--- src/rtl/qrm_pkg.sv ---
`timescale 1ns / 1ps
// shared constants, payload types and stage types for the quaternion to matrix core
package qrm_pkg;

  localparam int IN_WIDTH      = 16;
  localparam int OUT_FRAC_BITS = 14;
  localparam int OUT_WIDTH     = OUT_FRAC_BITS + 2;
  localparam int PROD_WIDTH    = 2 * IN_WIDTH;
  localparam int NORM_WIDTH    = PROD_WIDTH + 1;
  localparam int NUM_WIDTH     = NORM_WIDTH + 1;
  localparam int REM_WIDTH     = NORM_WIDTH + 1;
  localparam int DIV_STEPS     = OUT_FRAC_BITS + 2;
  localparam int QUO_WIDTH     = DIV_STEPS;
  localparam int N_ENT         = 9;

  localparam logic signed [OUT_WIDTH-1:0] OUT_ONE = OUT_WIDTH'(1) << OUT_FRAC_BITS;

  typedef struct packed {
    logic signed [IN_WIDTH-1:0] quat_w;
    logic signed [IN_WIDTH-1:0] quat_x;
    logic signed [IN_WIDTH-1:0] quat_y;
    logic signed [IN_WIDTH-1:0] quat_z;
  } quat_t;

  typedef struct packed {
    logic signed [OUT_WIDTH-1:0] m00;
    logic signed [OUT_WIDTH-1:0] m01;
    logic signed [OUT_WIDTH-1:0] m02;
    logic signed [OUT_WIDTH-1:0] m10;
    logic signed [OUT_WIDTH-1:0] m11;
    logic signed [OUT_WIDTH-1:0] m12;
    logic signed [OUT_WIDTH-1:0] m20;
    logic signed [OUT_WIDTH-1:0] m21;
    logic signed [OUT_WIDTH-1:0] m22;
    logic                        degenerate;
  } mat_t;

  typedef struct packed {
    logic signed [PROD_WIDTH-1:0] ww;
    logic signed [PROD_WIDTH-1:0] xx;
    logic signed [PROD_WIDTH-1:0] yy;
    logic signed [PROD_WIDTH-1:0] zz;
    logic signed [PROD_WIDTH-1:0] xy;
    logic signed [PROD_WIDTH-1:0] xz;
    logic signed [PROD_WIDTH-1:0] yz;
    logic signed [PROD_WIDTH-1:0] wx;
    logic signed [PROD_WIDTH-1:0] wy;
    logic signed [PROD_WIDTH-1:0] wz;
  } prod_t;

  typedef struct packed {
    logic [N_ENT-1:0]                neg;
    logic [N_ENT-1:0][REM_WIDTH-1:0] rem;
    logic [N_ENT-1:0][QUO_WIDTH-1:0] quo;
    logic [REM_WIDTH-1:0]            den;
    logic                            degenerate;
  } div_t;

endpackage

--- src/rtl/qrm_numer.sv ---
`timescale 1ns / 1ps
// two stages: numerators and squared norm, then magnitude, sign and divider setup
module qrm_numer (
  input  logic           clk,
  input  logic           rst,
  input  logic           in_valid,
  output logic           in_ready,
  input  qrm_pkg::prod_t in_data,
  output logic           out_valid,
  input  logic           out_ready,
  output qrm_pkg::div_t  out_data
);

  localparam int NW  = qrm_pkg::NUM_WIDTH;
  localparam int NRW = qrm_pkg::NORM_WIDTH;
  localparam int RW  = qrm_pkg::REM_WIDTH;
  localparam int NE  = qrm_pkg::N_ENT;

  function automatic logic signed [NW-1:0] ext(input logic signed [qrm_pkg::PROD_WIDTH-1:0] p);
    return NW'(p);
  endfunction

  logic                          a_valid;
  logic                          a_ready;
  logic signed [NW-1:0]          a_num [NE];
  logic [NRW-1:0]                a_n2;
  logic signed [NW-1:0]          num_next [NE];
  logic signed [NW-1:0]          n2_sum;

  logic                          valid;
  qrm_pkg::div_t                 data;
  qrm_pkg::div_t                 data_next;

  assign a_ready  = !valid || out_ready;
  assign in_ready = !a_valid || a_ready;

  always_comb begin
    n2_sum      = ext(in_data.ww) + ext(in_data.xx) + ext(in_data.yy) + ext(in_data.zz);
    num_next[0] = ext(in_data.ww) + ext(in_data.xx) - ext(in_data.yy) - ext(in_data.zz);
    num_next[1] = (ext(in_data.xy) - ext(in_data.wz)) <<< 1;
    num_next[2] = (ext(in_data.xz) + ext(in_data.wy)) <<< 1;
    num_next[3] = (ext(in_data.xy) + ext(in_data.wz)) <<< 1;
    num_next[4] = ext(in_data.ww) - ext(in_data.xx) + ext(in_data.yy) - ext(in_data.zz);
    num_next[5] = (ext(in_data.yz) - ext(in_data.wx)) <<< 1;
    num_next[6] = (ext(in_data.xz) - ext(in_data.wy)) <<< 1;
    num_next[7] = (ext(in_data.yz) + ext(in_data.wx)) <<< 1;
    num_next[8] = ext(in_data.ww) - ext(in_data.xx) - ext(in_data.yy) + ext(in_data.zz);
  end

  always_ff @(posedge clk) begin
    if (rst) begin
      a_valid <= 1'b0;
    end else if (in_ready) begin
      a_valid <= in_valid;
    end
  end

  always_ff @(posedge clk) begin
    if (in_valid && in_ready) begin
      a_num <= num_next;
      a_n2  <= NRW'(n2_sum);
    end
  end

  // magnitude over doubled norm keeps the first remainder below the divisor
  always_comb begin
    logic signed [NW-1:0] mag;
    for (int k = 0; k < NE; k++) begin
      data_next.neg[k] = a_num[k][NW-1];
      mag              = a_num[k][NW-1] ? -a_num[k] : a_num[k];
      data_next.rem[k] = RW'(mag);
      data_next.quo[k] = '0;
    end
    data_next.den        = {a_n2, 1'b0};
    data_next.degenerate = (a_n2 == '0);
  end

  always_ff @(posedge clk) begin
    if (rst) begin
      valid <= 1'b0;
    end else if (a_ready) begin
      valid <= a_valid;
    end
  end

  always_ff @(posedge clk) begin
    if (a_valid && a_ready) begin
      data <= data_next;
    end
  end

  assign out_valid = valid;
  assign out_data  = data;

endmodule

--- config.mk ---
export PLATFORM = sky130hd
export DESIGN_NAME = qrm_numer
export DESIGN_NICKNAME = d
export VERILOG_FILES = /design/src/rtl/qrm_pkg.sv /design/src/rtl/qrm_numer.sv
export SDC_FILE = /design/constraint.sdc
export NUM_CORES = 2
export LEC_CHECK = 0
export BUFFER_PORTS_ARGS = -buffer_cell sky130_fd_sc_hd__buf_2
export CAP_MARGIN = 20
export CORE_AREA = 3 3 317 319
export CTS_CLUSTER_SIZE = 20
export DETAILED_ROUTE_END_ITERATION = 12
export DIE_AREA = 0 0 320 322
export HOLD_SLACK_MARGIN = 0.15
export PLACE_DENSITY = 0.73
export SLEW_MARGIN = 25
export SYNTH_ARGS = -nofsm -noshare
export SYNTH_HDL_FRONTEND = slang
export SYNTH_SLANG_ARGS = --single-unit
--- constraint.sdc ---
create_clock -name clk -period 62.7 [get_ports clk]
set_input_delay 15.675 -clock clk [delete_from_list [all_inputs] [get_ports clk]]
set_output_delay 15.675 -clock clk [all_outputs]
set_load 0.02 [all_outputs]
==> reports/results.txt <==
The logs give 4.73% for the global routing met3 resource utilization and 0 for the DRC violation count after routing. In this design, the stage delay of the slowest critical-path cell is 0.31 ns. The total number of vias was 38122; the layout net count was 6297. Clock-pin slew was measured on the worst setup and hold paths at 0.07 ns. The count of nets left with antenna violations once routing finished came out at 0.

The top fanout value on the critical path works out to 4. Number of cells traversed by the worst register-to-register path: 10. Clock skew on the completed layout was measured at 0.0366 ns. The H-tree generated during clock tree synthesis spans 3 levels.

Measured along the x axis, the die boundary spans 320 um. STA classifies the critical path endpoint as an output pin. The die height was 322 um; the number of cells on the worst hold path was 0. The endpoint identified for the worst register-to-register timing path is out_data[311]$_DFFE_PP_. Among all flip-flop cells after synthesis, the most frequent one is edfxtp_1. The part of the cycle the worst path needs was 51.2%; the number of warnings issued by yosys was 0.

Global routing consumed, on the met1 layer, 37.6% of the routing resources. In the synthesized netlist the async set-or-reset flop fraction comes to 0%. The detailed-placement wirelength estimate was 120 mm; the post-synth design cell area was 49600 um2. At the pin with the least slew margin, the transition time is 1.04 ns. For the worst setup path, the data required time is 47.02 ns.

Type of the most critical hold path: flip-flop to flip-flop. The library cell appearing most often on the critical path was buf_2. The flow ran to the end, and the final reports show no timing, DRC or antenna violations. The worst setup path is launched from a primary input. Dividing the detail-routed wire length by the instance count gives 21.3 um. The tree is rooted in a clkbuf_16.

The run gives 0 as the number of pins exceeding their max-slew limit in the final report. In this run the tool buffered the top-level ports with 668 buffer cells. The number of instances in the synthesized netlist is 4810, and the sum of negative setup slack is 0 ns. For the arrival time of data at the critical path endpoint, the log shows 16.41 ns. The worst flop-to-flop path startpoint was a_num[171]$_DFFE_PP_. The layer flagged by global routing as most heavily used is met2. The total setup buffers inserted after CTS was 0; the placeable core region was 98100 um2. Hold timing on the final database bottoms out at a slack of 0.456 ns.

Max-cap violations in this run came to 0. The initial standard-cell utilization of the core is 50.6%. Buffers inserted during clock tree synthesis total 75.

The critical path in this run is classified as primary input to output pin. TritonCTS built the clock tree. The filler cells instantiated in the layout total 8404. The mean instance size in the synthesized netlist was 10.3 um2; the total of cells resized after clock tree synthesis was 0.

Measured against its own limit, the worst slew margin works out to 29.9%. The total of hold buffers inserted after clock tree synthesis came out at 0. The master of the slowest instance on the critical path was nor2b_1. For met2 alone, demand over resource in global routing was 43.8%. The clock insertion delay at the later pin of the skew report came out at 0.66 ns.

Counting flops and latches in the post-synthesis netlist gives 672. The worst hold path begins at a_n2[3]$_DFFE_PP_. Via count of the first global-routing pass: 36490. At the end of routability-driven placement, the weighted congestion stood at 0.970. Before antenna repair, the detailed router went through 6 iterations. In this run the deepest clock path goes through 3 buffers. The clock net sink count is 672, and the maximum achievable frequency is 31.2 MHz. In this run the core area contains 115 standard-cell rows. For the initial antenna violation count, the log shows 38.

The tools report the overflow left after global routing as 0. The share of post-route cells with drive strength above 1 works out to 15.4%. The vias per cell works out to 5.61. After synthesis, flip-flops and latches occupy 40.6% of the total area. The tools report the count of endpoints failing setup in the final report as 0. Global routing used 27.3% of the available tracks.

The critical path contains buffers and inverters numbering 2 combined. The first global-routing pass estimated 214 mm of wire. Setup slack on the worst reg-to-reg path comes out at 58.61 ns. In this run the power density over the cells is 35.1 nW/um2. Setup repair after global routing left no endpoint under its margin. The synthesis-to-finish area growth was 13.2%. For the final hold violation count, the log shows 0.

The detailed router finished its first iteration with 3296 violations. Yosys mapped a number of flops with a built-in enable equal to 670. The floorplan step defined a die boundary enclosing 103000 um2. The tools report the end point of the worst hold path as out_data[5]$_DFFE_PP_.

Wires add up to 145 mm. Family with the most delay on the worst path: simple AND/OR/NAND/NOR gates. For this design the static power due to leakage is 23.1 nW. In the layout the commonest cells are 670 x edfxtp_1, 668 x buf_2, 542 x xnor2_1. 820 I/O pins were placed. The signal on the critical path passes through buf_2, nor2b_1, nand2_1, buf_2. Entering global routing, the biggest net connects 83 pins. The library cell used most frequently in the layout, excluding fill and tap cells, is edfxtp_1. Subtracting the final worst setup slack from the clock period gives 32.08 ns. The worst-case IR drop observed on VDD is 24.5 uV. Yosys mapped the design onto 72 distinct sky130hd cell types.
## worst max path at each step
| stage | from | to | slack [ns] | cells past startpoint |
|---|---|---|---|---|
| after floorplan | out_ready | out_data[0]$_DFFE_PP_ | 30.87 | 2 |
| after global placement | out_ready | in_ready | 30.66 | 4 |
| after detailed placement | out_ready | in_ready | 30.65 | 4 |
| after CTS | out_ready | in_ready | 30.64 | 4 |
| after global routing | out_ready | in_ready | 30.56 | 4 |
| final | out_ready | in_ready | 30.62 | 4 |
## cells by family after synthesis
| kind of cell | synth area share [%] |
|---|---|
| muxes | 0.0403 |
| adders and majority gates | 15.7 |
| buffers and inverters | 6.59 |
| and+or+nand+nor | 10.4 |
| other | 0.00756 |
| DFF | 40.6 |
| xor gates and xnor gates | 10.9 |
| AOI/OAI and AO/OA | 15.7 |
## metal layers
metal,routed length [um],vias to the layer above
met2,66000,1469
li1,-,18128
met4,4890,10
met1,63100,18288
met3,11100,227
met5,64,-
## registers in the layout (all words and copies together) (netlist names)
| signal | flops |
|---|---|
| out_valid | 1 |
| out_data | 340 |
| a_num | 297 |
| a_n2 | 33 |
| a_valid | 1 |
## through the flow
| step | area (um2) | utilization, % | std cells | total power, W | worst slack, ns |
|---|---|---|---|---|---|
| 2_1_floorplan | 50200 | - | 4960 | 0.00130 | 30.87 |
| 4_1_cts | 56000 | 57.1 | 6777 | 0.00197 | 30.64 |
| 5_1_grt | 56200 | 57.2 | 6795 | 0.00209 | 30.56 |
| 3_3_place_gp | 53600 | 54.6 | 6639 | 0.00152 | 30.66 |
| 3_5_place_dp | 53600 | 54.6 | 6640 | 0.00153 | 30.65 |
| 6_report | 56200 | 57.2 | 6801 | 0.00197 | 30.62 |
## cell type report
class	count	area [um2]	area share [%]
diodes	19	47.5	0.0847
clock buffers	87	1940	3.46
clock inverters	50	494	0.880
multi-input cells	3571	26800	47.7
inverters	430	1610	2.87
repair buffers	685	3530	6.28
well taps	1287	1610	2.87
flip-flops and latches	672	20200	35.9
## cells in the mapped netlist, types with 25 or more instances
| master | count | area, um2 |
|---|---|---|
| nor2_1 | 349 | 1310 |
| a21oi_1 | 358 | 1790 |
| a21o_1 | 112 | 841 |
| a211oi_1 | 44 | 330 |
| inv_1 | 429 | 1610 |
| buf_4 | 154 | 1160 |
| o31ai_1 | 93 | 698 |
| o21ai_0 | 243 | 1220 |
| ha_1 | 398 | 4980 |
| o41ai_1 | 55 | 482 |
| o21a_1 | 37 | 278 |
| nand3_1 | 58 | 290 |
| xnor2_1 | 542 | 4750 |
| a31oi_1 | 38 | 238 |
| nor4_1 | 38 | 238 |
| nand2b_1 | 50 | 313 |
| xor2_1 | 77 | 674 |
| edfxtp_1 | 670 | 20100 |
| nand4_1 | 25 | 156 |
| nor2b_1 | 50 | 313 |
| o21bai_1 | 97 | 728 |
| or4_1 | 61 | 458 |
| nor3_1 | 66 | 330 |
| nand2_1 | 217 | 815 |
| or3_1 | 40 | 250 |
| clkbuf_1 | 128 | 480 |
| fa_1 | 140 | 2800 |
## report_power, final
part	total (W)	internal [W]	switching [W]	leakage, nW
clock	0.000436	0.000250	0.000186	1.17
combinational	0.000802	0.000320	0.000483	15.6
sequential	0.000734	0.000658	0.0000763	6.42
(Power assumes the default switching activity.)
