===== src/rtl/qrm_pkg.sv =====
`timescale 1ns / 1ps
// shared constants, payload types and stage types for the quaternion to matrix core
package qrm_pkg;

  localparam int IN_WIDTH      = 16;
  localparam int OUT_FRAC_BITS = 14;
  localparam int OUT_WIDTH     = OUT_FRAC_BITS + 2;
  localparam int PROD_WIDTH    = 2 * IN_WIDTH;
  localparam int NORM_WIDTH    = PROD_WIDTH + 1;
  localparam int NUM_WIDTH     = NORM_WIDTH + 1;
  localparam int REM_WIDTH     = NORM_WIDTH + 1;
  localparam int DIV_STEPS     = OUT_FRAC_BITS + 2;
  localparam int QUO_WIDTH     = DIV_STEPS;
  localparam int N_ENT         = 9;

  localparam logic signed [OUT_WIDTH-1:0] OUT_ONE = OUT_WIDTH'(1) << OUT_FRAC_BITS;

  typedef struct packed {
    logic signed [IN_WIDTH-1:0] quat_w;
    logic signed [IN_WIDTH-1:0] quat_x;
    logic signed [IN_WIDTH-1:0] quat_y;
    logic signed [IN_WIDTH-1:0] quat_z;
  } quat_t;

  typedef struct packed {
    logic signed [OUT_WIDTH-1:0] m00;
    logic signed [OUT_WIDTH-1:0] m01;
    logic signed [OUT_WIDTH-1:0] m02;
    logic signed [OUT_WIDTH-1:0] m10;
    logic signed [OUT_WIDTH-1:0] m11;
    logic signed [OUT_WIDTH-1:0] m12;
    logic signed [OUT_WIDTH-1:0] m20;
    logic signed [OUT_WIDTH-1:0] m21;
    logic signed [OUT_WIDTH-1:0] m22;
    logic                        degenerate;
  } mat_t;

  typedef struct packed {
    logic signed [PROD_WIDTH-1:0] ww;
    logic signed [PROD_WIDTH-1:0] xx;
    logic signed [PROD_WIDTH-1:0] yy;
    logic signed [PROD_WIDTH-1:0] zz;
    logic signed [PROD_WIDTH-1:0] xy;
    logic signed [PROD_WIDTH-1:0] xz;
    logic signed [PROD_WIDTH-1:0] yz;
    logic signed [PROD_WIDTH-1:0] wx;
    logic signed [PROD_WIDTH-1:0] wy;
    logic signed [PROD_WIDTH-1:0] wz;
  } prod_t;

  typedef struct packed {
    logic [N_ENT-1:0]                neg;
    logic [N_ENT-1:0][REM_WIDTH-1:0] rem;
    logic [N_ENT-1:0][QUO_WIDTH-1:0] quo;
    logic [REM_WIDTH-1:0]            den;
    logic                            degenerate;
  } div_t;

endpackage


===== src/rtl/qrm_div_step.sv =====
`timescale 1ns / 1ps
// one restoring division step for all nine entries, one register stage
module qrm_div_step (
  input  logic          clk,
  input  logic          rst,
  input  logic          in_valid,
  output logic          in_ready,
  input  qrm_pkg::div_t in_data,
  output logic          out_valid,
  input  logic          out_ready,
  output qrm_pkg::div_t out_data
);

  localparam int RW = qrm_pkg::REM_WIDTH;
  localparam int QW = qrm_pkg::QUO_WIDTH;
  localparam int NE = qrm_pkg::N_ENT;

  logic          valid;
  qrm_pkg::div_t data;
  qrm_pkg::div_t data_next;

  assign in_ready = !valid || out_ready;

  always_comb begin
    logic [RW:0] trial;
    logic [RW:0] den_ext;
    logic        ge;
    data_next = in_data;
    den_ext   = {1'b0, in_data.den};
    for (int k = 0; k < NE; k++) begin
      trial            = {in_data.rem[k], 1'b0};
      ge               = (trial >= den_ext);
      data_next.rem[k] = ge ? RW'(trial - den_ext) : RW'(trial);
      data_next.quo[k] = {in_data.quo[k][QW-2:0], ge};
    end
  end

  always_ff @(posedge clk) begin
    if (rst) begin
      valid <= 1'b0;
    end else if (in_ready) begin
      valid <= in_valid;
    end
  end

  always_ff @(posedge clk) begin
    if (in_valid && in_ready) begin
      data <= data_next;
    end
  end

  assign out_valid = valid;
  assign out_data  = data;

endmodule


===== config.mk =====
export PLATFORM = sky130hd
export DESIGN_NAME = qrm_div_step
export DESIGN_NICKNAME = d
export VERILOG_FILES = /design/src/rtl/qrm_pkg.sv /design/src/rtl/qrm_div_step.sv
export SDC_FILE = /design/constraint.sdc
export NUM_CORES = 1
export LEC_CHECK = 0
export ABC_CLOCK_PERIOD_IN_PS = 38400
export BUFFER_PORTS_ARGS = -buffer_cell sky130_fd_sc_hd__buf_2
export CAP_MARGIN = 20
export CORE_AREA = 2 2 391 393
export CTS_BUF_LIST = sky130_fd_sc_hd__clkbuf_8
export CTS_CLUSTER_DIAMETER = 40
export DETAILED_ROUTE_END_ITERATION = 8
export DIE_AREA = 0 0 393 395
export PLACE_DENSITY = 0.49
export SKIP_CTS_REPAIR_TIMING = 1
export SLEW_MARGIN = 20
export SYNTH_ARGS = -nofsm -noshare
export SYNTH_HDL_FRONTEND = slang
export SYNTH_SLANG_ARGS = --single-unit

===== constraint.sdc =====
create_clock -name clk -period 38.4 [get_ports clk]
set_input_delay 11.52 -clock clk [delete_from_list [all_inputs] [get_ports clk]]
set_output_delay 11.52 -clock clk [all_outputs]
set_load 0.05 [all_outputs]

==> results of run 1 <==
==> cells in the final DEF (no fill, tap or decap), types with 9 or more instances in the layout <==
cell	instances
buf_4	44
clkbuf_8	138
clkinv_2	25
nand2b_1	32
nand2_1	363
and2_1	15
nand3_1	54
clkinv_1	32
nor3_1	33
a311oi_1	9
o21ai_1	29
mux2_1	9
a21oi_1	254
fa_1	9
mux2_2	76
xnor2_1	142
xor2_1	124
inv_2	9
a21o_1	175
a211oi_1	23
inv_1	105
o211ai_1	14
nor2_1	152
a211o_1	11
o21ai_0	307
nor2b_1	44
o21a_1	31
ha_1	306
bufinv_16	16
o31ai_1	19
diode_2	30
edfxtp_1	494
a221o_1	13
buf_2	984
o21bai_1	39
a21boi_0	9
a31oi_1	41
clkinvlp_4	9
and3_1	35
nand4_1	44
==> path summary, 6_finish.rpt <==
kind | from | endpoint | slack (ns)
hold reg to reg | out_valid$_SDFFE_PP0N_ | out_valid$_SDFFE_PP0N_ | 0.53
setup / recovery | out_ready | in_ready | 14.88
hold / removal | out_valid$_SDFFE_PP0N_ | out_valid$_SDFFE_PP0N_ | 0.53
setup reg to reg | out_valid$_SDFFE_PP0N_ | out_data[49]$_DFFE_PP_ | 35.23
==> final cells by class <==
class | count | share of cell area [%]
tap | 2030 | 5.78
timing repair buffer | 1029 | 12.0
sequential | 495 | 33.8
multi-input combinational | 2550 | 40.7
clock inverter | 112 | 2.36
clock buffer | 138 | 4.32
antenna | 30 | 0.171
inverter | 100 | 0.854
==> critical path, cell delays in order <==
cell	delay, ns
buf_2	0.07
nand2b_1	0.13
buf_2	0.28
==> routing by layer <==
| layer | GRT usage, % | part of all wire [%] |
|---|---|---|
| met4 | 8.99 | 4.3 |
| met5 | 0 | 0.33 |
| met3 | 7.66 | 9.4 |
| met1 | 24.2 | 38 |
| met2 | 36.4 | 48 |
==> registers in the layout (all words and copies together), names as in the netlist <==
name       flops
out_valid      1
out_data     494
==> power by group <==
part           internal (W)  leakage [nW]  switching [W]
Sequential         0.000674          4.80      0.0000182
Clock              0.000450          1.58       0.000318
Combinational      0.000202          12.5       0.000488
Total               0.00133          18.9       0.000825
==> cells in the mapped netlist (6+ instances only) <==
| master | count |
|---|---|
| a211o_1 | 11 |
| a211oi_1 | 23 |
| a21boi_0 | 9 |
| a21o_1 | 175 |
| a21oi_1 | 255 |
| a221o_1 | 13 |
| a311oi_1 | 9 |
| a31oi_1 | 42 |
| a41oi_1 | 8 |
| and2_1 | 16 |
| and3_1 | 35 |
| and4_1 | 6 |
| buf_2 | 22 |
| buf_6 | 8 |
| clkbuf_1 | 56 |
| edfxtp_1 | 494 |
| fa_1 | 9 |
| ha_1 | 306 |
| inv_1 | 98 |
| mux2_1 | 9 |
| mux2_2 | 76 |
| nand2_1 | 363 |
| nand2b_1 | 32 |
| nand3_1 | 54 |
| nand4_1 | 44 |
| nor2_1 | 152 |
| nor2b_1 | 44 |
| nor3_1 | 33 |
| nor4_1 | 7 |
| o211ai_1 | 14 |
| o21a_1 | 32 |
| o21ai_0 | 307 |
| o21ai_1 | 29 |
| o21bai_1 | 39 |
| o31a_1 | 6 |
| o31ai_1 | 19 |
| or2_2 | 6 |
| or3_1 | 8 |
| xnor2_1 | 142 |
| xor2_1 | 124 |
==> metrics by stage <==
step	total power [W]	util (%)	hold slack [ns]	instance area [um2]	setup WS, ns
after global routing	0.00226	29.0	0.601	43900	14.82
after floorplan	0.00119	-	1.11	33500	14.31
after detailed placement	0.00139	27.1	0.520	40900	14.88
final	0.00215	29.1	0.534	43900	14.88
after global placement	0.00139	27.1	0.523	40900	14.88
after CTS	0.00218	29.0	0.530	43900	14.88
==> kinds of logic (layout without fill, tap and decap cells) <==
logic type               Yosys count  after routing  share of synthesized area, %
AND/OR/NAND/NOR                  820            820                          11.3
adder cells (fa/ha/maj)          315            315                          12.0
XOR/XNOR                         266            266                          6.95
multiplexers                      88             88                          2.95
AO/OA/AOI/OAI                   1061           1061                          20.0
buffers and inverters            193           1379                          2.46
flip-flops                       495            495                          44.3
other                              0             30                             0
==> flow_summary.yaml, run 1 <==
logic_synthesis:
  synth-main-ff-cell: "edfxtp_1"
  synth_area_leaders: "edfxtp_1 44%, ha_1 11%, o21ai_0 4.6%, nand2_1 4.1%, a21o_1 3.9%"
  synth_top_area_cell: "edfxtp_1"
  avgSynthCellArea_um2: 10.4
  syn_area_um2: 33500
  synth_seq_area_share_pct: 44.3
  ys_ff_latch: 495
  synthCells: 3238
  synth_warnings: 0
  synth_top_area_share_pct: 44.3
  ys_async_sr_fraction_pct: 0
  synth.distinct_cells: 87
  synth_fp_nets: 4051
  synth_edf_count: 494
grt:
  antenna_found_initial: 107
  grt_use_total_pct: 21.5
  grt_pass1_vias: 29900
  grt_max_degree: 146
  overflow: 0
  grt_pass1_wl_mm: 231
cts:
  clkSlewWorstSetupHoldPaths_ns: 0.05
  insertion_delay_ns: 0.89
  cts_tree: "built"
  clock_path_buffers: 3
  clock_sink_count: 495
  numCtsBuffers: 135
  cts-root-buf: "clkbuf_8"
  htree_num_levels: 4
cells_and_area:
  fillers: 16200
  area_growth_pct: 31.1
  multi_input_area_um2: 17900
  stdcell_count: 6484
  seq_area_um2: 14900
  nets: 5124
  drive_above_1_share_pct: 30.7
floorplanning:
  dieArea_um2: 155000
  dieHeight_um: 395
  initial_core_util_pct: 22.2
  pin_count: 994
  rows: 143
  die_x_um: 393
  core_area_um2: 151000
timing:
  finalCriticalPeriod_ns: 23.52
  relSlewSlack_pct: 28.3
  rsz0062_at_grt: "false"
  fmax_mhz: 42.5
  final_max_slew_viol_count: 0
  setup_viol: 0
  finalSetupTns_ns: 0
  post-route-period-util_pct: 61.2
  worst_pin_slew_ns: 1.08
  hold_viol: 0
  fin_worst_skew_ns: 0.0467
place:
  dp.cells: 6204
  hpwl_mm: 134
  gp_congestion: 0.894
  port_buffers: 984
drt:
  drt_iter0_drc: 2007
  wl_mm: 174
  num_vias: 31000
  postRouteAntennaNets: 0
  drc: 0
  viasPerCell: 4.78
  avgRoutedWirePerCell_um: 26.8
  dr.pass1.iters: 5
run:
  cap_violations: 0
critical_path:
  reg2reg_depth: 4
  endpoint_kind: "output pin"
  path_max_fanout: 3
  crit_type: "input pin to output pin"
  required_ns: 26.88
  crit_path_start_kind: "input pin"
  critical_path_arrival_ns: 12.00
power:
  cellPowerDensity_nw_per_um2: 48.9
  vdd_ir_drop_max_v: 0.0000308
  p_leak_nw: 18.9
hold_path:
  hold_class: "flip-flop to flip-flop"
  hold_path_depth: 2
status:
  status: "finished, final reports clean"
Power figures use the tool's default switching activity.
==> inputs of run 2 (changes only) <==
Settings changed: ABC_CLOCK_PERIOD_IN_PS 38400 to 21900.
Clock period 38.4 ns to 21.9 ns, I/O delays scaled along.
==> flow_summary.yaml, run 2 (same netlist as run 1, synthesis figures left out) <==
status:
  status: "finished, final reports clean"
critical_path:
  startpoint: "out_ready"
  reg2reg_depth: 5
  critPathMostFrequentCell: "buf_2"
  endpoint: "in_ready"
  rr_endpoint: "out_data[447]$_DFFE_PP_"
  cp_slowest_cell: "buf_2"
  endpoint_kind: "output pin"
  r2r_start: "out_valid$_SDFFE_PP0N_"
  crit_type: "input pin to output pin"
  slowest_delay_ns: 0.28
  rrSetupSlack_ns: 17.84
  required_ns: 15.33
  critical_path_arrival_ns: 7.05
  crit_path_start_kind: "input pin"
  cp_cell_sequence: "buf_2 -> nand2b_1 -> buf_2"
  path_max_fanout: 3
drt:
  drt_iter0_drc: 1798
  avgRoutedWirePerCell_um: 26.6
  postRouteAntennaNets: 0
  wl_mm: 172
  drc: 0
  viasPerCell: 4.78
  num_vias: 31000
  dr.pass1.iters: 6
cells_and_area:
  largest_reg_flops: 494
  area_growth_pct: 30.9
  drive_above_1_share_pct: 30.7
  design_area_um2: 43900
  mostFrequentLayoutCells: "984 x buf_2, 494 x edfxtp_1, 363 x nand2_1, 307 x o21ai_0, 306 x ha_1"
  postLayoutCoreUtil_pct: 29.0
  nets: 5129
  final_common_cell: "buf_2"
cts:
  clock_path_buffers: 3
  htree_num_levels: 4
  insertion_delay_ns: 0.86
  cts_tree: "built"
  clkSlewWorstSetupHoldPaths_ns: 0.05
  cts-root-buf: "clkbuf_8"
  numCtsBuffers: 133
  clock_sink_count: 495
place:
  hpwl_mm: 134
  place_area_um2: 41000
  gp_congestion: 0.894
  port_buffers: 984
timing:
  fin_worst_skew_ns: 0.0321
  setup_viol: 0
  fmax_mhz: 73.4
  relSlewSlack_pct: 30.1
  hold_viol: 0
  finalCriticalPeriod_ns: 13.62
  post-route-period-util_pct: 62.2
  finalSetupTns_ns: 0
  rsz0062_at_grt: "false"
  final_max_slew_viol_count: 0
  worst_pin_slew_ns: 1.05
power:
  p_clk_share_pct: 35.1
  p_seq_share_pct: 32.5
  swShare_pct: 38.8
  p_int_w: 0.00229
  finalPower_w: 0.00373
  cellPowerDensity_nw_per_um2: 85.1
  p_leak_nw: 18.9
  p_comb_share_pct: 32.5
  switchingPower_w: 0.00145
  vdd_ir_drop_max_v: 0.0000487
floorplanning:
  dieHeight_um: 395
  initial_core_util_pct: 22.2
  core_area_um2: 151000
  rows: 143
  pin_count: 994
  die_x_um: 393
  dieArea_um2: 155000
grt:
  overflow: 0
  grt_pass1_wl_mm: 231
  grt_pass1_vias: 30300
  grt_use_total_pct: 21.4
  grt_max_degree: 73
  antenna_found_initial: 118
run:
  cap_violations: 0
hold_path:
  hold_class: "flip-flop to flip-flop"
## run 2: cell types whose count changed in the layout (fill, tap and decap cells not counted), moves of 3 or more
cell      change
diode_2       -3
clkbuf_8      -5
inv_8         +4
clkinv_2      -4
inv_12        +4
clkinv_4      -4
buf_4         +8
inv_1         -7
inv_6         -3
clkinv_1      +6
## run 2: worst min path at each step
stage / end / slack [ns] / startpoint / depth (start not counted)
CTS: out_valid$_SDFFE_PP0N_ / 0.54 / out_valid$_SDFFE_PP0N_ / 2
detailed placement: out_valid$_SDFFE_PP0N_ / 0.54 / out_valid$_SDFFE_PP0N_ / 2
floorplan: out_valid$_SDFFE_PP0N_ / 1.11 / out_valid$_SDFFE_PP0N_ / 2
global placement: out_valid$_SDFFE_PP0N_ / 0.52 / out_valid$_SDFFE_PP0N_ / 2
global route: out_valid$_SDFFE_PP0N_ / 0.59 / out_valid$_SDFFE_PP0N_ / 2
finish: out_valid$_SDFFE_PP0N_ / 0.55 / out_valid$_SDFFE_PP0N_ / 2
## run 2: routing by layer
layer	routed length (um)	global-route usage [%]	vias up
met1	64400	23.8	14800
met5	640	0	-
met4	6960	8.55	96
met2	83400	36.7	1245
met3	17000	7.92	366
li1	-	-	14500
## run 2: critical path: cells and delay by family
| family | cells | cell delay [ns] |
|---|---|---|
| buffers and inverters | 2 | 0.35 |
| and+or+nand+nor | 1 | 0.13 |
## run 2: cell type report
class                      count  area, um2
multi-input combinational   2550      17900
clock inverter               106        983
sequential                   495      14900
inverter                     100        375
clock buffer                 133       1830
fill                       16200     107000
antenna                       27       67.6
timing repair buffer        1036       5320
tap                         2030       2540
## run 2: per-stage QoR
stage / hold slack, ns / instances / setup WS [ns]
finish: 0.551 / 6477 / 8.28
global route: 0.591 / 6458 / 8.25
CTS: 0.545 / 6450 / 8.29
detailed placement: 0.537 / 6211 / 8.29
global placement: 0.517 / 6211 / 8.29
floorplan: 1.11 / 3238 / 2.76
## run 2: power groups by stage
stage,combinational [W],sequential [W],clock (W)
3_5_place_dp,0.00121,0.00123,0
6_report,0.00121,0.00121,0.00131
2_1_floorplan,0.000504,0.00158,0
4_1_cts,0.00122,0.00121,0.00136
3_3_place_gp,0.00121,0.00123,0
5_1_grt,0.00130,0.00122,0.00140
