**src/rtl/qrm_pkg.sv**
```systemverilog
`timescale 1ns / 1ps
// shared constants, payload types and stage types for the quaternion to matrix core
package qrm_pkg;

  localparam int IN_WIDTH      = 16;
  localparam int OUT_FRAC_BITS = 14;
  localparam int OUT_WIDTH     = OUT_FRAC_BITS + 2;
  localparam int PROD_WIDTH    = 2 * IN_WIDTH;
  localparam int NORM_WIDTH    = PROD_WIDTH + 1;
  localparam int NUM_WIDTH     = NORM_WIDTH + 1;
  localparam int REM_WIDTH     = NORM_WIDTH + 1;
  localparam int DIV_STEPS     = OUT_FRAC_BITS + 2;
  localparam int QUO_WIDTH     = DIV_STEPS;
  localparam int N_ENT         = 9;

  localparam logic signed [OUT_WIDTH-1:0] OUT_ONE = OUT_WIDTH'(1) << OUT_FRAC_BITS;

  typedef struct packed {
    logic signed [IN_WIDTH-1:0] quat_w;
    logic signed [IN_WIDTH-1:0] quat_x;
    logic signed [IN_WIDTH-1:0] quat_y;
    logic signed [IN_WIDTH-1:0] quat_z;
  } quat_t;

  typedef struct packed {
    logic signed [OUT_WIDTH-1:0] m00;
    logic signed [OUT_WIDTH-1:0] m01;
    logic signed [OUT_WIDTH-1:0] m02;
    logic signed [OUT_WIDTH-1:0] m10;
    logic signed [OUT_WIDTH-1:0] m11;
    logic signed [OUT_WIDTH-1:0] m12;
    logic signed [OUT_WIDTH-1:0] m20;
    logic signed [OUT_WIDTH-1:0] m21;
    logic signed [OUT_WIDTH-1:0] m22;
    logic                        degenerate;
  } mat_t;

  typedef struct packed {
    logic signed [PROD_WIDTH-1:0] ww;
    logic signed [PROD_WIDTH-1:0] xx;
    logic signed [PROD_WIDTH-1:0] yy;
    logic signed [PROD_WIDTH-1:0] zz;
    logic signed [PROD_WIDTH-1:0] xy;
    logic signed [PROD_WIDTH-1:0] xz;
    logic signed [PROD_WIDTH-1:0] yz;
    logic signed [PROD_WIDTH-1:0] wx;
    logic signed [PROD_WIDTH-1:0] wy;
    logic signed [PROD_WIDTH-1:0] wz;
  } prod_t;

  typedef struct packed {
    logic [N_ENT-1:0]                neg;
    logic [N_ENT-1:0][REM_WIDTH-1:0] rem;
    logic [N_ENT-1:0][QUO_WIDTH-1:0] quo;
    logic [REM_WIDTH-1:0]            den;
    logic                            degenerate;
  } div_t;

endpackage

```
**src/rtl/qrm_finish.sv**
```systemverilog
`timescale 1ns / 1ps
// output stage: rounding, clamp, sign and identity for a zero quaternion
module qrm_finish (
  input  logic          clk,
  input  logic          rst,
  input  logic          in_valid,
  output logic          in_ready,
  input  qrm_pkg::div_t in_data,
  output logic          out_valid,
  input  logic          out_ready,
  output qrm_pkg::mat_t out_data
);

  localparam int OW = qrm_pkg::OUT_WIDTH;
  localparam int QW = qrm_pkg::QUO_WIDTH;
  localparam int NE = qrm_pkg::N_ENT;
  localparam logic [OW-1:0] ONE = qrm_pkg::OUT_ONE;

  logic          valid;
  qrm_pkg::mat_t data;
  qrm_pkg::mat_t data_next;
  logic [OW-1:0] ent [NE];

  assign in_ready = !valid || out_ready;

  // quotient carries one extra bit: add one and halve to round half away from zero
  always_comb begin
    logic [QW:0]   sum;
    logic [OW-1:0] q;
    logic [OW-1:0] mag;
    for (int k = 0; k < NE; k++) begin
      sum = {1'b0, in_data.quo[k]} + (QW + 1)'(1);
      q   = OW'(sum[QW:1]);
      mag = (q > ONE) ? ONE : q;
      if (in_data.degenerate) begin
        ent[k] = (k % 4 == 0) ? ONE : '0;
      end else begin
        ent[k] = in_data.neg[k] ? -mag : mag;
      end
    end
    data_next.m00        = ent[0];
    data_next.m01        = ent[1];
    data_next.m02        = ent[2];
    data_next.m10        = ent[3];
    data_next.m11        = ent[4];
    data_next.m12        = ent[5];
    data_next.m20        = ent[6];
    data_next.m21        = ent[7];
    data_next.m22        = ent[8];
    data_next.degenerate = in_data.degenerate;
  end

  always_ff @(posedge clk) begin
    if (rst) begin
      valid <= 1'b0;
    end else if (in_ready) begin
      valid <= in_valid;
    end
  end

  always_ff @(posedge clk) begin
    if (in_valid && in_ready) begin
      data <= data_next;
    end
  end

  assign out_valid = valid;
  assign out_data  = data;

endmodule

```
**config.mk**
```make
export PLATFORM = sky130hd
export DESIGN_NAME = qrm_finish
export DESIGN_NICKNAME = d
export VERILOG_FILES = /design/src/rtl/qrm_pkg.sv /design/src/rtl/qrm_finish.sv
export SDC_FILE = /design/constraint.sdc
export NUM_CORES = 1
export LEC_CHECK = 0
export BUFFER_PORTS_ARGS = -buffer_cell sky130_fd_sc_hd__buf_2
export CAP_MARGIN = 20
export CORE_AREA = 2 2 252 254
export CTS_BUF_LIST = sky130_fd_sc_hd__clkbuf_8
export CTS_CLUSTER_SIZE = 24
export DETAILED_ROUTE_END_ITERATION = 7
export DIE_AREA = 0 0 254 256
export GPL_ROUTABILITY_DRIVEN = 0
export MAX_ROUTING_LAYER = met4
export PLACE_DENSITY = 0.45
export SLEW_MARGIN = 20
export SYNTH_ARGS = -nofsm -noshare
export SYNTH_HDL_FRONTEND = slang
export SYNTH_SLANG_ARGS = --single-unit
```
**constraint.sdc**
```tcl
create_clock -name clk -period 5.1 [get_ports clk]
set_clock_uncertainty 0.2 [all_clocks]
set_input_delay 1.02 -clock clk [delete_from_list [all_inputs] [get_ports clk]]
set_output_delay 1.02 -clock clk [all_outputs]
set_load 0.02 [all_outputs]
```
==> flow_summary.ini, run 1 <==
[status]
status = completed

[clock_tree]
cts_tree = built
h-tree-depth = 4
clk_pin_slew_ns = 0.11
cts-root-buf = clkbuf_8
clock_latency_ns = 0.56
clkSinkCount = 146
cts_buffers = 17
cts_resized = 0
cts_buffer_depth = 2
hold_buffers = 0
cts_setup_buffers = 0

[yosys]
synth_area_um2 = 13830
syn_nets = 2193
synthSimpleGateAreaFrac_pct = 29.31
ys.flop_type = edfxtp_1
synth_top_family_by_area = simple AND/OR/NAND/NOR gates
synth_xor_area_share_pct = 11.53
synth-edff-count = 145
ys_seq_area_share_pct = 31.64
async_flop_share_pct = 0
synth_top_area_share_pct = 31.49
synth_area_leaders = edfxtp_1, xnor2_1, nand2_1
synth-compound-area-share_pct = 17.44
synth_adder_area_share_pct = 1.629
synth_seq_cells = 146
yosysWarnings = 0
yosys.area.top_type = edfxtp_1
syn_inst = 1677
postSynthAreaPerCell_um2 = 8.244
ys_types = 92
synthMuxAreaShare_pct = 3.747

[finish]
nFillCells = 6820
final_cell_mix = buf_2, nand2_1, nor2_1, edfxtp_1, xnor2_1
mostFrequentLayoutCell = buf_2
area_delta_synth_final_pct = 20.91
nets = 2445
stdcell_count = 2802
drive_gt1_share_pct = 22.81
post-route-util_pct = 26.79
stdcell_area_um2 = 16720

[run]
cap_viol_max_count = 0

[route]
first_pass_iters = 5
post_drt_wl_per_cell_um = 16.84
drc = 0
antenna_left = 0
via_per_inst = 4.852
routed-via-count = 13596
wl_mm = 47.19
drtIter0Drc = 746

[die]
initial_utilization_pct = 22.16
die_area_um2 = 65020
die_h_um = 256
num_rows = 92
design.core.area_um2 = 62390
die_x_um = 254
num_io_pins = 645

[critical_path]
cp.required_ns = 5.34
startpoint_type = input port
arrival_ns = 4.59
crit_fanout = 8
crit_type = input port to register
crit_path_end_kind = register

[hold_path]
hold_class = register to register

[power]
p_leak_nw = 6.205
ir_drop_v = 0.0001717
powerDensity_nw_per_um2 = 216.7

[sta]
maxSlewHeadroom_pct = 47.61
fin_crit_ns = 4.342
setup_tns_ns = 0
worstMarginPinSlew_ns = 0.7640
setup_viol = 0
hold_viol_final = 0
post-route-period-util_pct = 85.13
fmax_mhz = 230.3
rsz0062_at_grt = no
slew_viol_final = 0
layout_setup_ws_ns = 0.7585

[place]
place_area_um2 = 16210
io_buffers = 304
pre_cts_ws_ns = 0.1442
place_inst = 2755
dp_hpwl_mm = 37.02

[global_routing]
busiest_layer = met2
gr-total-overflow = 0
antenna_found_initial = 14
grt_max_degree = 86
grtUsageMet3_pct = 3.346
met1_usage_pct = 18.47
grt.met2_usage_pct = 23.44
grt_pass1_vias = 13201
grt_use_total_pct = 14.87
grt_pass1_wl_mm = 73.79
## where the power goes
part           total [mW]  switching [mW]  internal, mW
combinational        1.03           0.669         0.358
sequential           1.45          0.0262          1.43
clock                1.14           0.554         0.588
## sequential cells by signal, summed over array words and instances, names as in the netlist
name	cells
out_data	145
out_valid	1
## synth_stat cells (21+ instances only)
library cell	number
a21oi_1	71
a31oi_1	23
and3_1	37
buf_2	38
clkbuf_1	59
edfxtp_1	145
inv_1	47
mux2i_1	30
nand2_1	196
nand2b_1	25
nand3_1	74
nand4_1	49
nor2_1	158
nor3_1	65
nor4_1	23
o21ai_0	79
o31ai_1	21
xnor2_1	123
xor2_1	59
## worst paths after layout
check / start / to / slack [ns] / cells past startpoint
setup / recovery: in_data[147] / out_data[29]$_SDFFCE_PP0P_ / 0.76 / 15
hold / removal: out_valid$_SDFFE_PP0N_ / out_valid$_SDFFE_PP0N_ / 0.35 / 2
setup reg to reg: out_valid$_SDFFE_PP0N_ / out_data[7]$_SDFFCE_PP0P_ / 3.07 / 3
hold reg to reg: out_valid$_SDFFE_PP0N_ / out_valid$_SDFFE_PP0N_ / 0.35 / 2
## critical path: stages
cell and delay (ns):
buf_2 0.12, ha_1 0.33, nand4_1 0.23, or4_1 0.47
a22oi_1 0.20, a211oi_2 0.12, a21o_1 0.26, nand2_1 0.10
ha_1 0.18, inv_1 0.06, or4_1 0.55, nor2b_1 0.31
a211oi_1 0.12, nor4_1 0.34, buf_4 0.17
## area by class of cell
type                       count  area (um2)  area share (%)
multi-input combinational   1377        8803           52.66
antenna                       14       35.03          0.2096
clock inverter                15       229.0           1.370
clock buffer                  17       234.0           1.400
sequential                   146        4374           26.17
inverter                      47       176.4           1.055
timing repair buffer         340        1807           10.81
tap                          846        1059           6.332
## layer usage
| layer | routed length [um] | vias up |
|---|---|---|
| met5 | 0 | - |
| met4 | 1188 | 0 |
| met3 | 2579 | 45 |
| met2 | 21730 | 356 |
| met1 | 21690 | 6469 |
| li1 | - | 6726 |
## cell families after synthesis
logic type | count (synthesis)
buf+inv | 154
simple gates | 772
xor+xnor | 182
mux | 49
compound gates | 356
flops | 146
fa+ha+maj | 18
## stage by stage
step / total power [mW] / hold WS (ns)
4_1_cts: 3.696 / 0.3212
5_1_grt: 3.841 / 0.3520
2_1_floorplan: 2.150 / 0.5289
6_report: 3.623 / 0.3485
3_3_place_gp: 2.509 / 0.2954
3_5_place_dp: 2.510 / 0.3231
No activity file was read; power rests on OpenSTA's default activity.
==> run 2: changes to the inputs <==
--- a/config.mk
+++ b/config.mk
@@ -14,7 +14,6 @@
 export DIE_AREA = 0 0 254 256
 export GPL_ROUTABILITY_DRIVEN = 0
 export MAX_ROUTING_LAYER = met4
-export PLACE_DENSITY = 0.45
 export SLEW_MARGIN = 20
 export SYNTH_ARGS = -nofsm -noshare
 export SYNTH_HDL_FRONTEND = slang
==> constraint.sdc (replaced) <==
create_clock -name clk -period 5 [get_ports clk]
set_clock_uncertainty 0.2 [all_clocks]
set_input_delay 1 -clock clk [delete_from_list [all_inputs] [get_ports clk]]
set_output_delay 1 -clock clk [all_outputs]
set_load 0.02 [all_outputs]
==> run 2 against run 1 <==
Compared with the run above:
- worst setup slack got worse by 0.087 ns
- sequential power about the same
- hold slack got worse by 0.019 ns
- power decreased by 3.6%
- final area decreased by 0.31%
- utilization decreased by 0.084 points
- combinational power about the same
- critical path depth unchanged
- die area unchanged
- clock-buffer cell count unchanged
- non-clock buffer count increased by 5
- first-iteration DRC count increased by 26%
- largest power group unchanged
==> flow_summary.ini, run 2 (same netlist as run 1, synthesis figures left out) <==
[critical_path]
r2r_cells = 3
path_cells = buf_2 -> ha_1 -> nand3_2 -> nor3_1 -> mux2i_1 -> a2111oi_2 -> a21o_1 -> nand2_1 -> ha_1 -> inv_1 -> or4_1 -> nor2b_1 -> a211oi_1 -> nor4_1 -> buf_4
crit_type = input port to register
startpoint_type = input port
crit_path_end_kind = register
rrSetupSlack_ns = 2.98
r2r-start = out_valid$_SDFFE_PP0N_
critPathSlowestCell = or4_1
path_common_cell = ha_1
crit_fanout = 8
crit_cells = 15
path_buf_inv = 3
arrival_ns = 4.54
cp.required_ns = 5.21
critical-path-top-delay-family = simple AND/OR/NAND/NOR gates
r2r_end = out_data[137]$_SDFFCE_PP0P_
max_stage_delay_ns = 0.57

[sta]
fin_crit_ns = 4.329
slew_viol_final = 0
layout_setup_ws_ns = 0.6715
setup_tns_ns = 0
hold_viol_final = 0
post-route-period-util_pct = 86.57
worstMarginPinSlew_ns = 1.039
fmax_mhz = 231.0
fin_hold_ws_ns = 0.3290
setup_viol = 0
maxSlewHeadroom_pct = 30.70
rsz0062_at_grt = no

[finish]
drive_gt1_share_pct = 23.01
area_delta_synth_final_pct = 20.53
largest_reg_flops = 145
final_cell_mix = buf_2, nand2_1, nor2_1, edfxtp_1, xnor2_1
nFillCells = 6896
nets = 2450
stdcell_count = 2799
mostFrequentLayoutCell = buf_2
post-route-util_pct = 26.71
stdcell_area_um2 = 16660

[clock_tree]
cts_buffer_depth = 2
clkSinkCount = 146
cts_setup_buffers = 0
h-tree-depth = 4
clk_pin_slew_ns = 0.09
cts-root-buf = clkbuf_8
clock_latency_ns = 0.54
cts_resized = 0
cts_tree = built
cts_buffers = 17
hold_buffers = 0

[route]
met3_length_mm = 3.322
dr.max_layer_used = met4
via_per_inst = 4.806
wl_mm = 45.40
wl_met2_mm = 20.82
antenna_left = 0
routed-via-count = 13453
first_pass_iters = 8
wl_met1_mm = 20.50
drtIter0Drc = 943
drc = 0
post_drt_wl_per_cell_um = 16.22

[hold_path]
hold_class = register to register
hp-start = out_valid$_SDFFE_PP0N_
hold_depth = 2
whs_endpoint = out_valid$_SDFFE_PP0N_

[die]
num_rows = 92
initial_utilization_pct = 22.16
die_h_um = 256
design.core.area_um2 = 62390
die_x_um = 254
die_area_um2 = 65020
num_io_pins = 645

[place]
dp_hpwl_mm = 35.36
place_inst = 2761
pre_cts_ws_ns = 0.1295
io_buffers = 304
place_area_um2 = 16270

[status]
status = completed

[power]
powerDensity_nw_per_um2 = 209.5
ir_drop_v = 0.0001856
p_leak_nw = 6.196
p_total_mw = 3.491

[global_routing]
grt_max_degree = 64
grt_pass1_vias = 12344
gr-total-overflow = 0
antenna_found_initial = 9
grt_pass1_wl_mm = 70.52
grt_use_total_pct = 14.16

[run]
cap_viol_max_count = 0
-- run 2: changes by cell type in the layout (fill, tap and decap cells not counted), sizes merged --
cell / before / now
clkinv: 5 / 6
clkbuf: 18 / 17
buf: 339 / 345
inv: 51 / 54
bufinv: 5 / 1
diode: 14 / 6
-- run 2: routing by layer --
| layer | track usage [%] | vias to the layer above |
|---|---|---|
| met4 | 4.199 | 0 |
| met2 | 21.88 | 406 |
| met5 | - | - |
| met3 | 3.580 | 30 |
| li1 | - | 6735 |
| met1 | 18.14 | 6282 |
-- run 2: layout make-up --
cell class,instances,area [um2],area share (%)
antenna,6,15.01,0.09010
clock buffer,17,234.0,1.404
clock inverter,15,146.4,0.8784
inverter,47,176.4,1.059
multi-input combinational,1377,8803,52.83
sequential,146,4374,26.25
tap,846,1059,6.352
timing repair buffer,345,1857,11.14
-- run 2: how the worst max path moves through the flow --
stage | startpoint | slack (ns) | endpoint
floorplan | in_data[35] | 0.65 | out_data[141]$_SDFFCE_PP0P_
global placement | in_data[147] | 0.10 | out_data[29]$_SDFFCE_PP0P_
detailed placement | in_data[147] | 0.13 | out_data[29]$_SDFFCE_PP0P_
finish | in_data[147] | 0.67 | out_data[29]$_SDFFCE_PP0P_
global route | in_data[147] | 0.32 | out_data[29]$_SDFFCE_PP0P_
CTS | in_data[147] | 0.73 | out_data[29]$_SDFFCE_PP0P_
-- run 2: report_power, final --
| group | total [mW] | switching (mW) | internal (mW) |
|---|---|---|---|
| combinational | 1.04 | 0.676 | 0.369 |
| clock | 0.963 | 0.559 | 0.404 |
| sequential | 1.48 | 0.0277 | 1.46 |
-- run 2: worst min-delay path, stage by stage, from the launching register on --
cell      delay (ns)
dfxtp_1         0.32
nand2b_1        0.10
a21oi_1         0.08
==> run 3: changes to the inputs <==
--- a/config.mk
+++ b/config.mk
@@ -7,13 +7,16 @@
 export LEC_CHECK = 0
 export BUFFER_PORTS_ARGS = -buffer_cell sky130_fd_sc_hd__buf_2
 export CAP_MARGIN = 20
-export CORE_AREA = 2 2 252 254
+export CELL_PAD_IN_SITES_DETAIL_PLACEMENT = 0
+export CELL_PAD_IN_SITES_GLOBAL_PLACEMENT = 1
+export CORE_AREA = 2 2 248 250
 export CTS_BUF_LIST = sky130_fd_sc_hd__clkbuf_8
 export CTS_CLUSTER_SIZE = 24
 export DETAILED_ROUTE_END_ITERATION = 7
-export DIE_AREA = 0 0 254 256
+export DIE_AREA = 0 0 250 252
 export GPL_ROUTABILITY_DRIVEN = 0
 export MAX_ROUTING_LAYER = met4
+export PLACE_DENSITY_LB_ADDON = 0.1
 export SLEW_MARGIN = 20
 export SYNTH_ARGS = -nofsm -noshare
 export SYNTH_HDL_FRONTEND = slang
==> run 3 against run 2 <==
Compared with the run above:
- combinational power increased by 4%
- final area increased by 0.23%
- wire length increased by 13%
- highest routed layer unchanged
- sequential share of layout area decreased by 0.061 points
- critical path depth decreased by 1
- die area decreased by 3.1%
- non-clock buffer count increased by 20
- worst setup slack improved by 0.053 ns
- clock-buffer cell count unchanged
- power decreased by 0.96%
- register-to-register slack improved by 0.12 ns
- clock power decreased by 7.3%
==> flow_summary.ini, run 3 (same netlist as run 1, synthesis figures left out) <==
[global_routing]
gr-total-overflow = 0
grt_pass1_vias = 13253
grt_pass1_wl_mm = 79.09
grt_use_total_pct = 16.62
grt_max_degree = 61
antenna_found_initial = 16

[clock_tree]
cts_setup_buffers = 0
h-tree-depth = 4
cts_buffer_depth = 2
cts_tree = built
cts_buffers = 17
clk_pin_slew_ns = 0.09
cts-root-buf = clkbuf_8
cts_resized = 0
hold_buffers = 0
clkSinkCount = 146
clock_latency_ns = 0.55

[finish]
nFillCells = 6681
stdcell_area_um2 = 16700
area_delta_synth_final_pct = 20.81
largest_reg_flops = 145
mostFrequentLayoutCell = buf_2
nets = 2470
drive_gt1_share_pct = 23.70
final_cell_mix = buf_2, nand2_1, nor2_1, edfxtp_1, xnor2_1

[place]
pre_cts_ws_ns = 0.1794
io_buffers = 304
dp_hpwl_mm = 40.17
place_area_um2 = 16330

[die]
die_area_um2 = 63000
initial_utilization_pct = 22.99
num_io_pins = 645
die_x_um = 250
num_rows = 90
die_h_um = 252
design.core.area_um2 = 60130

[route]
first_pass_iters = 5
drc = 0
drtIter0Drc = 715
routed-via-count = 13538
antenna_left = 0
post_drt_wl_per_cell_um = 18.54
wl_mm = 51.25
via_per_inst = 4.898

[status]
status = completed

[power]
p_switching_mw = 1.250
powerDensity_nw_per_um2 = 207.0
ir_drop_v = 0.0001906
seq_power_share_pct = 42.9
combinationalPowerShare_pct = 31.3
p_leak_nw = 6.261
switching_share_pct = 36.15
p_int_mw = 2.208
p_clk_share_pct = 25.8

[sta]
slew_viol_final = 0
hold_viol_final = 0
setup_tns_ns = 0
rsz0062_at_grt = no
maxSlewHeadroom_pct = 47.90
fmax_mhz = 233.9
layout_setup_ws_ns = 0.7244
worstMarginPinSlew_ns = 0.7816
fin_crit_ns = 4.276
setup_viol = 0
post-route-period-util_pct = 85.51

[critical_path]
startpoint_type = input port
cp.required_ns = 5.12
crit_start = in_data[147]
crit_fanout = 6
critPathSlowestCell = or4_1
arrival_ns = 4.39
path_common_cell = ha_1
path_cells = buf_2 -> ha_1 -> nand3_2 -> nor3b_1 -> o311ai_1 -> a2111oi_2 -> a21o_1 -> nand2_1 -> ha_1 -> inv_1 -> or4_1 -> nor2b_1 -> a211oi_1 -> nor4_1
crit_path_end_kind = register
r2r-start = out_valid$_SDFFE_PP0N_
max_stage_delay_ns = 0.55
crit_type = input port to register

[run]
cap_viol_max_count = 0

[hold_path]
hp-start = out_valid$_SDFFE_PP0N_
hold_class = register to register
==> run 3: changes by cell type in the layout (fill, tap and decap cells not counted), sizes merged <==
| cell | previous run | this run |
|---|---|---|
| clkinvlp | 1 | 3 |
| clkinv | 6 | 10 |
| diode | 6 | 16 |
| buf | 345 | 365 |
| inv | 54 | 47 |
==> run 3: cell type report <==
cell class,instances,area (um2),share of cell area [%]
Antenna cell,16,40.04,0.2397
Clock buffer,17,234.0,1.401
Clock inverter,14,98.84,0.5918
Inverter,47,176.4,1.056
Multi-Input combinational cell,1377,8807,52.73
Sequential cell,146,4374,26.19
Tap cell,782,978.4,5.858
Timing Repair Buffer,365,1994,11.94
==> run 3: final timing paths <==
check | end | slack [ns] | cells after the start
worst max register to register | out_data[9]$_SDFFCE_PP0P_ | 3.10 | 3
worst min register to register | out_valid$_SDFFE_PP0N_ | 0.32 | 2
worst min-delay path | out_valid$_SDFFE_PP0N_ | 0.32 | 2
worst max-delay path | out_data[29]$_SDFFCE_PP0P_ | 0.72 | 14
==> run 3: critical path, delay by kind of cell <==
kind	cells	cell delay, ns
adder cells (fa/ha/maj)	2	0.47
AND/OR/NAND/NOR	6	1.74
buffers and inverters	2	0.17
AO/OA/AOI/OAI	4	1.00
==> run 3: per-layer routing <==
metal / wire length, um / vias to the layer above / track usage, % / share of wire [%]
met5: 0 / - / - / 0
li1: - / 6793 / - / -
met2: 23030 / 309 / 25.27 / 45
met4: 608 / 0 / 3.832 / 1.2
met3: 3204 / 37 / 5.004 / 6.3
met1: 24420 / 6399 / 21.64 / 48
==> run 3: per-stage QoR <==
| step | total power, mW | hold slack [ns] | util (%) | instances |
|---|---|---|---|---|
| 2_1_floorplan | 2.193 | 0.5289 | - | 1677 |
| 3_3_place_gp | 2.604 | 0.3006 | 27.15 | 2717 |
| 3_5_place_dp | 2.598 | 0.3078 | 27.15 | 2717 |
| 4_1_cts | 3.534 | 0.3063 | 27.71 | 2748 |
| 5_1_grt | 3.688 | 0.3239 | 27.77 | 2763 |
| 6_report | 3.458 | 0.3212 | 27.78 | 2764 |
==> run 3: power groups by stage <==
stage               clock (mW)  sequential [mW]  combinational (mW)
floorplan                    0             1.63               0.565
global placement             0             1.51                1.09
detailed placement           0             1.51                1.09
CTS                      0.954             1.48                1.10
global route              1.00             1.49                1.20
finish                   0.893             1.48                1.08
